`src/rtl/jhc_pkg.sv`:
```
// shared types and constants for the jet heatmap colorizer
package jhc_pkg;

  localparam int T_W  = 16;
  localparam int CH_W = 8;

  localparam logic [T_W-1:0]  T_MAX        = '1;
  localparam logic [CH_W-1:0] ALPHA_OPAQUE = '1;

  localparam logic CMD_MEASURE = 1'b0;
  localparam logic CMD_MAP     = 1'b1;

  // jet offsets in units of one
  localparam logic [1:0] K_RED   = 2'd3;
  localparam logic [1:0] K_GREEN = 2'd2;
  localparam logic [1:0] K_BLUE  = 2'd1;

  // color pass steps
  localparam logic [1:0] STEP_RED   = 2'd0;
  localparam logic [1:0] STEP_GREEN = 2'd1;
  localparam logic [1:0] STEP_BLUE  = 2'd2;

  typedef enum logic [1:0] {
    ST_IDLE,
    ST_DIV,
    ST_COLOR,
    ST_LOAD
  } jhc_state_t;

endpackage

```
`src/rtl/jhc_if.sv`:
```
// valid/ready channel interfaces for samples and rgba pixels
interface jhc_in_if #(parameter int SAMPLE_WIDTH = 16);
  logic                    valid;
  logic                    ready;
  logic                    command;
  logic                    frame_start;
  logic [SAMPLE_WIDTH-1:0] sample;
  logic                    sample_finite;

  modport source (output valid, command, frame_start, sample, sample_finite, input ready);
  modport sink   (input valid, command, frame_start, sample, sample_finite, output ready);
endinterface

interface jhc_out_if;
  logic       valid;
  logic       ready;
  logic [7:0] red;
  logic [7:0] green;
  logic [7:0] blue;
  logic [7:0] alpha;

  modport source (output valid, red, green, blue, alpha, input ready);
  modport sink   (input valid, red, green, blue, alpha, output ready);
endinterface

```
`src/rtl/jhc_div.sv`:
```
// radix-2 restoring divider producing a q0.16 fraction of dividend over divisor
module jhc_div
  import jhc_pkg::*;
#(
  parameter int W = 16
) (
  input  logic           clk,
  input  logic           rst_n,
  input  logic           start_i,
  input  logic [W-1:0]   dividend_i,
  input  logic [W-1:0]   divisor_i,
  output logic           done_o,
  output logic [T_W-1:0] quot_o
);

  localparam int CNT_W = $clog2(T_W);

  logic [W-1:0]     rem_r;
  logic [W-1:0]     divisor_r;
  logic [T_W-1:0]   q_r;
  logic [CNT_W-1:0] cnt_r;
  logic             busy_r;
  logic             done_r;

  logic [W:0]   shifted;
  logic [W:0]   diff;
  logic         ge;
  logic [W-1:0] rem_nxt;

  always_comb begin
    shifted = {rem_r, 1'b0};
    diff    = shifted - {1'b0, divisor_r};
    ge      = shifted >= {1'b0, divisor_r};
    rem_nxt = ge ? diff[W-1:0] : shifted[W-1:0];
  end

  always_ff @(posedge clk) begin
    if (!rst_n) begin
      busy_r <= 1'b0;
      done_r <= 1'b0;
      cnt_r  <= '0;
    end else begin
      done_r <= 1'b0;
      if (start_i) begin
        busy_r <= 1'b1;
        cnt_r  <= '0;
      end else if (busy_r) begin
        cnt_r <= cnt_r + 1'b1;
        if (cnt_r == CNT_W'(T_W - 1)) begin
          busy_r <= 1'b0;
          done_r <= 1'b1;
        end
      end
    end
  end

  always_ff @(posedge clk) begin
    if (start_i) begin
      rem_r     <= dividend_i;
      divisor_r <= divisor_i;
    end else if (busy_r) begin
      rem_r <= rem_nxt;
      q_r   <= {q_r[T_W-2:0], ge};
    end
  end

  assign done_o = done_r;
  assign quot_o = q_r;

endmodule

```
`src/rtl/jhc_color.sv`:
```
// one jet channel: clamp(1.5 - |4t - k|, 0, 1) * 255 rounded half up
module jhc_color
  import jhc_pkg::*;
(
  input  logic [T_W-1:0]  t_i,
  input  logic [1:0]      k_i,
  output logic [CH_W-1:0] level_o
);

  localparam logic signed [19:0] X_PEAK = 20'sd98304;
  localparam logic signed [19:0] X_ONE  = 20'sd65536;

  logic signed [19:0] d;
  logic signed [19:0] ad;
  logic signed [19:0] x;
  logic [16:0]        xc;
  logic [24:0]        scaled;

  always_comb begin
    d  = $signed({2'b00, t_i, 2'b00}) - $signed({2'b00, k_i, 16'h0000});
    ad = d[19] ? -d : d;
    x  = X_PEAK - ad;
    if (x[19]) begin
      xc = '0;
    end else if (x > X_ONE) begin
      xc = 17'h10000;
    end else begin
      xc = x[16:0];
    end
    scaled  = {xc, 8'h00} - {8'h00, xc} + 25'd32768;
    level_o = scaled[23:16];
  end

endmodule

```
`src/rtl/jet_heatmap_colorizer.sv`:
```
// top level: min/max measurement, sequencer and output register of the colorizer
//
// in_ch carries samples with a command bit. a measure transaction (command 0)
// folds a finite sample into the frame minimum and maximum; frame_start
// restarts both from that sample. it completes in the cycle it is accepted
// and produces no output. a map transaction (command 1) normalizes the sample
// against the stored range and returns one rgba pixel on out_ch, alpha 255.
// a map transaction occupies the block from the accept through 16 steps of
// the shared restoring divider (one quotient bit per cycle), the handover of
// the quotient, the shared channel unit stepping through red, green and blue,
// and the load of the output register; the pixel is valid once that register
// is loaded. samples needing no division (clamped or zero fraction) skip the
// divider. in_ch.ready is high only while idle.
// the output register holds a pixel until out_ch.ready takes it; the block
// keeps accepting measure transactions and starts the next map meanwhile,
// stalling only when a new pixel is finished while the old one still waits.
// synchronous active-low reset clears min, max and the seen flag to zero and
// empties the output register.
module jet_heatmap_colorizer
  import jhc_pkg::*;
#(
  parameter int SAMPLE_WIDTH = 16
) (
  input logic      clk,
  input logic      rst_n,
  jhc_in_if.sink   in_ch,
  jhc_out_if.source out_ch
);

  localparam int SW = SAMPLE_WIDTH;

  jhc_state_t state_r, state_nxt;

  logic signed [SW-1:0] min_r;
  logic signed [SW-1:0] max_r;
  logic                 seen_r;
  logic [T_W-1:0]       t_r;
  logic [1:0]           step_r;
  logic [CH_W-1:0]      red_r;
  logic [CH_W-1:0]      green_r;
  logic [CH_W-1:0]      blue_r;
  logic                 out_valid_r;
  logic [CH_W-1:0]      out_red_r;
  logic [CH_W-1:0]      out_green_r;
  logic [CH_W-1:0]      out_blue_r;

  logic signed [SW:0] diff_w;
  logic signed [SW:0] range_w;
  logic               norm_ok;
  logic               map_div;
  logic               map_sat;
  logic               accept;
  logic               is_map;
  logic               div_start;
  logic               div_done;
  logic [T_W-1:0]     quot;
  logic [1:0]         k_sel;
  logic [CH_W-1:0]    level;
  logic               in_ready;
  logic               out_load;
  logic               step_last;

  assign accept = in_ch.valid && in_ready;
  assign is_map = in_ch.command == CMD_MAP;

  always_comb begin
    diff_w  = $signed({in_ch.sample[SW-1], in_ch.sample}) - $signed({min_r[SW-1], min_r});
    range_w = $signed({max_r[SW-1], max_r}) - $signed({min_r[SW-1], min_r});
    norm_ok = in_ch.sample_finite && seen_r && (range_w > 0);
    map_sat = norm_ok && (diff_w >= range_w);
    map_div = norm_ok && (diff_w > 0) && (diff_w < range_w);
  end

  assign step_last = step_r == STEP_BLUE;

  always_comb begin
    state_nxt = state_r;
    case (state_r)
      ST_IDLE: begin
        if (accept && is_map) state_nxt = map_div ? ST_DIV : ST_COLOR;
      end
      ST_DIV: begin
        if (div_done) state_nxt = ST_COLOR;
      end
      ST_COLOR: begin
        if (step_last) state_nxt = ST_LOAD;
      end
      ST_LOAD: begin
        if (!out_valid_r || out_ch.ready) state_nxt = ST_IDLE;
      end
      default: state_nxt = ST_IDLE;
    endcase
  end

  always_comb begin
    in_ready  = state_r == ST_IDLE;
    div_start = (state_r == ST_IDLE) && accept && is_map && map_div;
    out_load  = (state_r == ST_LOAD) && (!out_valid_r || out_ch.ready);
  end

  always_comb begin
    case (step_r)
      STEP_RED:   k_sel = K_RED;
      STEP_GREEN: k_sel = K_GREEN;
      STEP_BLUE:  k_sel = K_BLUE;
      default:    k_sel = K_BLUE;
    endcase
  end

  jhc_div #(.W(SW)) u_div (
    .clk        (clk),
    .rst_n      (rst_n),
    .start_i    (div_start),
    .dividend_i (diff_w[SW-1:0]),
    .divisor_i  (range_w[SW-1:0]),
    .done_o     (div_done),
    .quot_o     (quot)
  );

  jhc_color u_color (
    .t_i     (t_r),
    .k_i     (k_sel),
    .level_o (level)
  );

  always_ff @(posedge clk) begin
    if (!rst_n) begin
      state_r     <= ST_IDLE;
      min_r       <= '0;
      max_r       <= '0;
      seen_r      <= 1'b0;
      step_r      <= STEP_RED;
      out_valid_r <= 1'b0;
    end else begin
      state_r <= state_nxt;
      if (accept && !is_map) begin
        if (in_ch.frame_start) begin
          seen_r <= in_ch.sample_finite;
          min_r  <= in_ch.sample_finite ? in_ch.sample : '0;
          max_r  <= in_ch.sample_finite ? in_ch.sample : '0;
        end else if (in_ch.sample_finite) begin
          if (!seen_r) begin
            seen_r <= 1'b1;
            min_r  <= in_ch.sample;
            max_r  <= in_ch.sample;
          end else begin
            if ($signed(in_ch.sample) < min_r) min_r <= in_ch.sample;
            if ($signed(in_ch.sample) > max_r) max_r <= in_ch.sample;
          end
        end
      end
      if (state_r == ST_COLOR) begin
        step_r <= step_last ? STEP_RED : step_r + 1'b1;
      end
      if (out_load) begin
        out_valid_r <= 1'b1;
      end else if (out_ch.ready) begin
        out_valid_r <= 1'b0;
      end
    end
  end

  always_ff @(posedge clk) begin
    if (state_r == ST_IDLE && accept && is_map) begin
      t_r <= map_sat ? T_MAX : '0;
    end else if (state_r == ST_DIV && div_done) begin
      t_r <= quot;
    end
    if (state_r == ST_COLOR) begin
      case (step_r)
        STEP_RED:   red_r   <= level;
        STEP_GREEN: green_r <= level;
        default:    blue_r  <= level;
      endcase
    end
    if (out_load) begin
      out_red_r   <= red_r;
      out_green_r <= green_r;
      out_blue_r  <= blue_r;
    end
  end

  assign in_ch.ready  = in_ready;
  assign out_ch.valid = out_valid_r;
  assign out_ch.red   = out_red_r;
  assign out_ch.green = out_green_r;
  assign out_ch.blue  = out_blue_r;
  assign out_ch.alpha = ALPHA_OPAQUE;

`ifndef SYNTHESIS
  a_unseen_zero: assert property (@(posedge clk) disable iff (!rst_n)
    !seen_r |-> (min_r == '0 && max_r == '0))
    else $error("min/max not zero while no finite sample seen");

  a_min_le_max: assert property (@(posedge clk) disable iff (!rst_n)
    seen_r |-> (min_r <= max_r))
    else $error("frame minimum above maximum");

  a_div_done_state: assert property (@(posedge clk) disable iff (!rst_n)
    div_done |-> state_r == ST_DIV)
    else $error("divider finished outside the division phase");

  a_load_stall: assert property (@(posedge clk) disable iff (!rst_n)
    (state_r == ST_LOAD && out_valid_r && !out_ch.ready) |=> state_r == ST_LOAD)
    else $error("pixel dropped while output register occupied");
`endif

endmodule
```
`src/flat_wrapper.sv`:
```
// flat-port wrapper written by rule: the top's interface ports become plain ports
module jet_heatmap_colorizer_flat import jhc_pkg::*;
#(
  parameter int SAMPLE_WIDTH = 16
)
  (clk, rst_n, in_ch_valid, in_ch_command, in_ch_frame_start, in_ch_sample, in_ch_sample_finite, in_ch_ready, out_ch_valid, out_ch_red, out_ch_green, out_ch_blue, out_ch_alpha, out_ch_ready);
  jhc_in_if #(.SAMPLE_WIDTH(SAMPLE_WIDTH)) in_ch_i ();
  jhc_out_if out_ch_i ();
  input logic clk;
  input logic rst_n;
  input wire logic [$bits(in_ch_i.valid)-1:0] in_ch_valid;
  input wire logic [$bits(in_ch_i.command)-1:0] in_ch_command;
  input wire logic [$bits(in_ch_i.frame_start)-1:0] in_ch_frame_start;
  input wire logic [$bits(in_ch_i.sample)-1:0] in_ch_sample;
  input wire logic [$bits(in_ch_i.sample_finite)-1:0] in_ch_sample_finite;
  output wire logic [$bits(in_ch_i.ready)-1:0] in_ch_ready;
  output wire logic [$bits(out_ch_i.valid)-1:0] out_ch_valid;
  output wire logic [$bits(out_ch_i.red)-1:0] out_ch_red;
  output wire logic [$bits(out_ch_i.green)-1:0] out_ch_green;
  output wire logic [$bits(out_ch_i.blue)-1:0] out_ch_blue;
  output wire logic [$bits(out_ch_i.alpha)-1:0] out_ch_alpha;
  input wire logic [$bits(out_ch_i.ready)-1:0] out_ch_ready;
  assign in_ch_i.valid = in_ch_valid;
  assign in_ch_i.command = in_ch_command;
  assign in_ch_i.frame_start = in_ch_frame_start;
  assign in_ch_i.sample = in_ch_sample;
  assign in_ch_i.sample_finite = in_ch_sample_finite;
  assign in_ch_ready = in_ch_i.ready;
  assign out_ch_valid = out_ch_i.valid;
  assign out_ch_red = out_ch_i.red;
  assign out_ch_green = out_ch_i.green;
  assign out_ch_blue = out_ch_i.blue;
  assign out_ch_alpha = out_ch_i.alpha;
  assign out_ch_i.ready = out_ch_ready;
  jet_heatmap_colorizer #(.SAMPLE_WIDTH(SAMPLE_WIDTH)) u_core (.clk(clk), .rst_n(rst_n), .in_ch(in_ch_i), .out_ch(out_ch_i));
endmodule
```
`config.mk`:
```
export PLATFORM = sky130hd
export DESIGN_NAME = jet_heatmap_colorizer_flat
export DESIGN_NICKNAME = d
export VERILOG_FILES = /design/src/rtl/jhc_pkg.sv /design/src/rtl/jhc_if.sv /design/src/rtl/jhc_div.sv /design/src/rtl/jhc_color.sv /design/src/rtl/jet_heatmap_colorizer.sv /design/src/flat_wrapper.sv
export SDC_FILE = /design/constraint.sdc
export NUM_CORES = 1
export LEC_CHECK = 0
export ABC_CLOCK_PERIOD_IN_PS = 7950
export BUFFER_PORTS_ARGS = -buffer_cell sky130_fd_sc_hd__buf_2
export CAP_MARGIN = 20
export CORE_MARGIN = 2
export CORE_UTILIZATION = 63
export CTS_BUF_LIST = sky130_fd_sc_hd__clkbuf_8 sky130_fd_sc_hd__clkbuf_16
export CTS_CLUSTER_DIAMETER = 100
export DETAILED_ROUTE_END_ITERATION = 6
export GPL_TIMING_DRIVEN = 0
export MAX_ROUTING_LAYER = met4
export PLACE_DENSITY = 0.89
export SLEW_MARGIN = 15
export SYNTH_ARGS = -nofsm -noshare
export SYNTH_HDL_FRONTEND = slang
export SYNTH_HIERARCHICAL = 1
export SYNTH_SLANG_ARGS = --single-unit
```
`constraint.sdc`:
```
create_clock -name clk -period 7.95 [get_ports clk]
set_input_delay 0 -clock clk [delete_from_list [all_inputs] [get_ports clk]]
set_output_delay 0 -clock clk [all_outputs]
set_load 0.005 [all_outputs]
```
==> results.toml <==
[clock_network]
root_buffer = "clkbuf_16"
path_clk_slew_ns = 0.07
cts_tree = "yes"
numCtsBuffers = 17
clk-insertion-delay-late_ns = 0.43
cts_num_sinks = 156
clockBufferDepth = 2
htree_levels = 4

[route]
drt_iter0_drc = 878
route.vias.total = 9488
viasPerCell = 6.22
drc = 0
routedWlPerCell_um = 17.7
drt_wl_total_mm = 27.0
first_pass_iters = 6
ant_nets = 0

[floorplanning]
std_cell_rows = 49
start_util_pct = 64.2
fp.dieW_um = 139
die_h_um = 139
dieArea_mm2 = 0.0193
ios = 57
core_mm2 = 0.0179

[sta]
tns_ns = 0
hold_viol_final = 0
worst_slack_ns = 0.816
min_period_over_period_pct = 89.7
slew_viol_final = 0
fin_skew_ns = 0.0116
period_needed_ns = 7.13
rsz0062_at_grt = "no"
slew_headroom_pct = 37.1
setup_viol = 0
worst_slew_pin_slew_ns = 0.939
max_clock_freq_ghz = 0.140

[setup_path]
r2r_slack_ns = 0.82
crit_arrival_ns = 7.33
crit_path_max_incr_delay_ns = 0.63
cp.required_ns = 8.15
worstSetupPathType = "flop to flop"
cp_slowest_cell = "nor4_1"
cp_max_fo = 10
cp_common_cell = "a21o_1"
cp-start-kind = "flop"
setup.worst_path.end_class = "flop"

[pwr]
p_leak_nw = 5.20
p_seq_share_pct = 31.8
p_int_mw = 2.16
power.switching_mw = 1.39
clockPowerShare_pct = 22.8
power_per_cell_area_mw_per_mm2 = 275
power_frac_comb_pct = 45.4
switching_share_pct = 39.2
ir_worst_vdd_v = 0.000195

[global_route]
grt_pass1_wl_mm = 44.6
grt_pass1_vias = 9244
grt_usage_pct = 28.8
overflow = 0
antenna_found_initial = 0
grt_max_degree = 21

[yosys]
synth_compound_area_share_pct = 18.1
yosysMostFrequentCell = "nand2_1"
synth_cell_types = 103
ys_warn_count = 6
synth-edff-count = 112
synth_area_leader_cell = "edfxtp_1"
synthTopCellsByCount = "134 x nand2_1, 112 x edfxtp_1, 106 x ha_1, 103 x inv_1, 59 x nor2_1"
ys_ff_latch = 156
synth-simple-area-share_pct = 17.8
synth_top_area_share_pct = 29.3
synth_area_leaders = "edfxtp_1 29%, ha_1 12%, dfxtp_1 7.7%"
synth.mux.area_fraction_pct = 4.65
ys.flop_type = "edfxtp_1"
synth_top_family_by_area = "compound AO/OA/AOI/OAI gates"
synth.avg_cell_area_um2 = 9.69
async_flop_share_pct = 0
synth_fa_ha_area_share_pct = 12.2
syn_area_mm2 = 0.0115
synth_xor_xnor_area_share_pct = 4.56
syn_inst = 1186
synth_seq_area_share_pct = 36.9

[placed_design]
place_congestion = 0.936
place_ws_ns = 0.990
dp_hpwl_mm = 19.6
io_buffers = 48

[run_status]
run_status = "finished clean"

[layout]
drive_gt1_share_pct = 13.4
fin_nets = 1416
antenna_cells = 0
area_growth_pct = 12.2
nFillCells = 1201

[worst_hold_path]
hp-class = "input port to flop"

[job]
max_cap_violations = 0
metrics by stage:
step                power, mW  util, %  instance area (um2)  hold slack [ns]  cells
detailed placement       2.69     67.5                12100            0.308   1473
CTS                      3.52     72.0                12900           0.0411   1525
global route             3.76     72.0                12900           0.0854   1525
floorplan                2.34        -                11500            0.114   1193
finish                   3.55     72.0                12900           0.0387   1525
global placement         2.60     67.3                12000            0.287   1470
metal layers:
layer | up-vias | global-route usage (%) | routed length [um]
met2 | 421 | 48.4 | 13200
met4 | 0 | 10.4 | 758
met5 | - | - | 0
li1 | 4536 | - | -
met1 | 4458 | 35.6 | 11200
met3 | 73 | 4.25 | 1930
power groups by stage:
stage	combinational, mW	sequential, mW	clock [mW]
floorplan	1.21	1.13	0
global placement	1.46	1.14	0
detailed placement	1.55	1.14	0
CTS	1.58	1.13	0.815
global route	1.78	1.13	0.851
finish	1.61	1.13	0.809
sequential cells by signal (all words and copies together) (netlist names), 4 cells and up:
register / flops
u_core/max_r: 16
u_core/min_r: 16
u_core/t_r: 16
u_core/u_div/divisor_r: 16
u_core/u_div/quot_o: 16
u_core/u_div/rem_r: 16
u_core/blue_r: 8
u_core/green_r: 8
u_core/out_ch.blue: 8
u_core/out_ch.green: 8
u_core/out_ch.red: 8
u_core/red_r: 8
u_core/u_div/cnt_r: 4
cells in the final DEF, fill, tap and decap left out, drive strengths merged, types with 14 or more instances in the layout:
cell type	Yosys	routed
a21o	31	31
a21oi	45	45
buf	21	72
clkbuf	24	41
dfxtp	44	44
dlygate4sd3	0	20
edfxtp	112	112
ha	106	106
inv	103	111
mux2i	41	41
nand2	146	146
nand2b	16	16
nand3	22	22
nand4	14	14
nor2	59	59
nor2b	26	26
nor3	19	19
nor3b	14	14
o21a	20	20
o21ai	53	53
xnor2	41	41
xor2	18	18
layout make-up:
type	instances	area, um2	area share [%]
multi-input cells	889	6630	51.5
clock inverters	15	171	1.33
flip-flops and latches	156	4240	32.9
repair buffers	71	474	3.68
well taps	229	287	2.22
plain buffers	45	267	2.07
inverters	103	387	3.00
clock buffers	17	425	3.30
repair_timing:
item,4_1_cts,5_1_grt
resized for setup,0,0
hold endpoints to repair,39,0
buffers inserted,0,0
hold buffers,20,0
critical path, delay by kind of cell (launching register included):
kind            cells  cell delay, ns
flops               1            0.34
simple gates        5            1.06
fa+ha+maj           4            1.23
buf+inv             5            1.13
compound gates     13            2.89
xor+xnor            1            0.26
logic make-up (layout without fill, tap and decap cells):
group                      after synthesis  in the layout
other                                    1              8
muxes                                   52             52
AOI/OAI and AO/OA                      277            277
and+or+nand+nor                        383            383
buffers and inverters                  148            251
DFF                                    156            156
adders and majority gates              110            110
xor gates and xnor gates                59             59
final timing paths:
check / from / to / depth (start not counted)
worst min register to register: u_core/red_r[1] / u_core/out_ch.red[1] / 0
worst min-delay path: in_ch_command / u_core/seen_r / 5
worst max register to register: u_core/step_r[1] / u_core/green_r[7] / 28
worst max-delay path: u_core/step_r[1] / u_core/green_r[7] / 28
(Power assumes the default switching activity.)
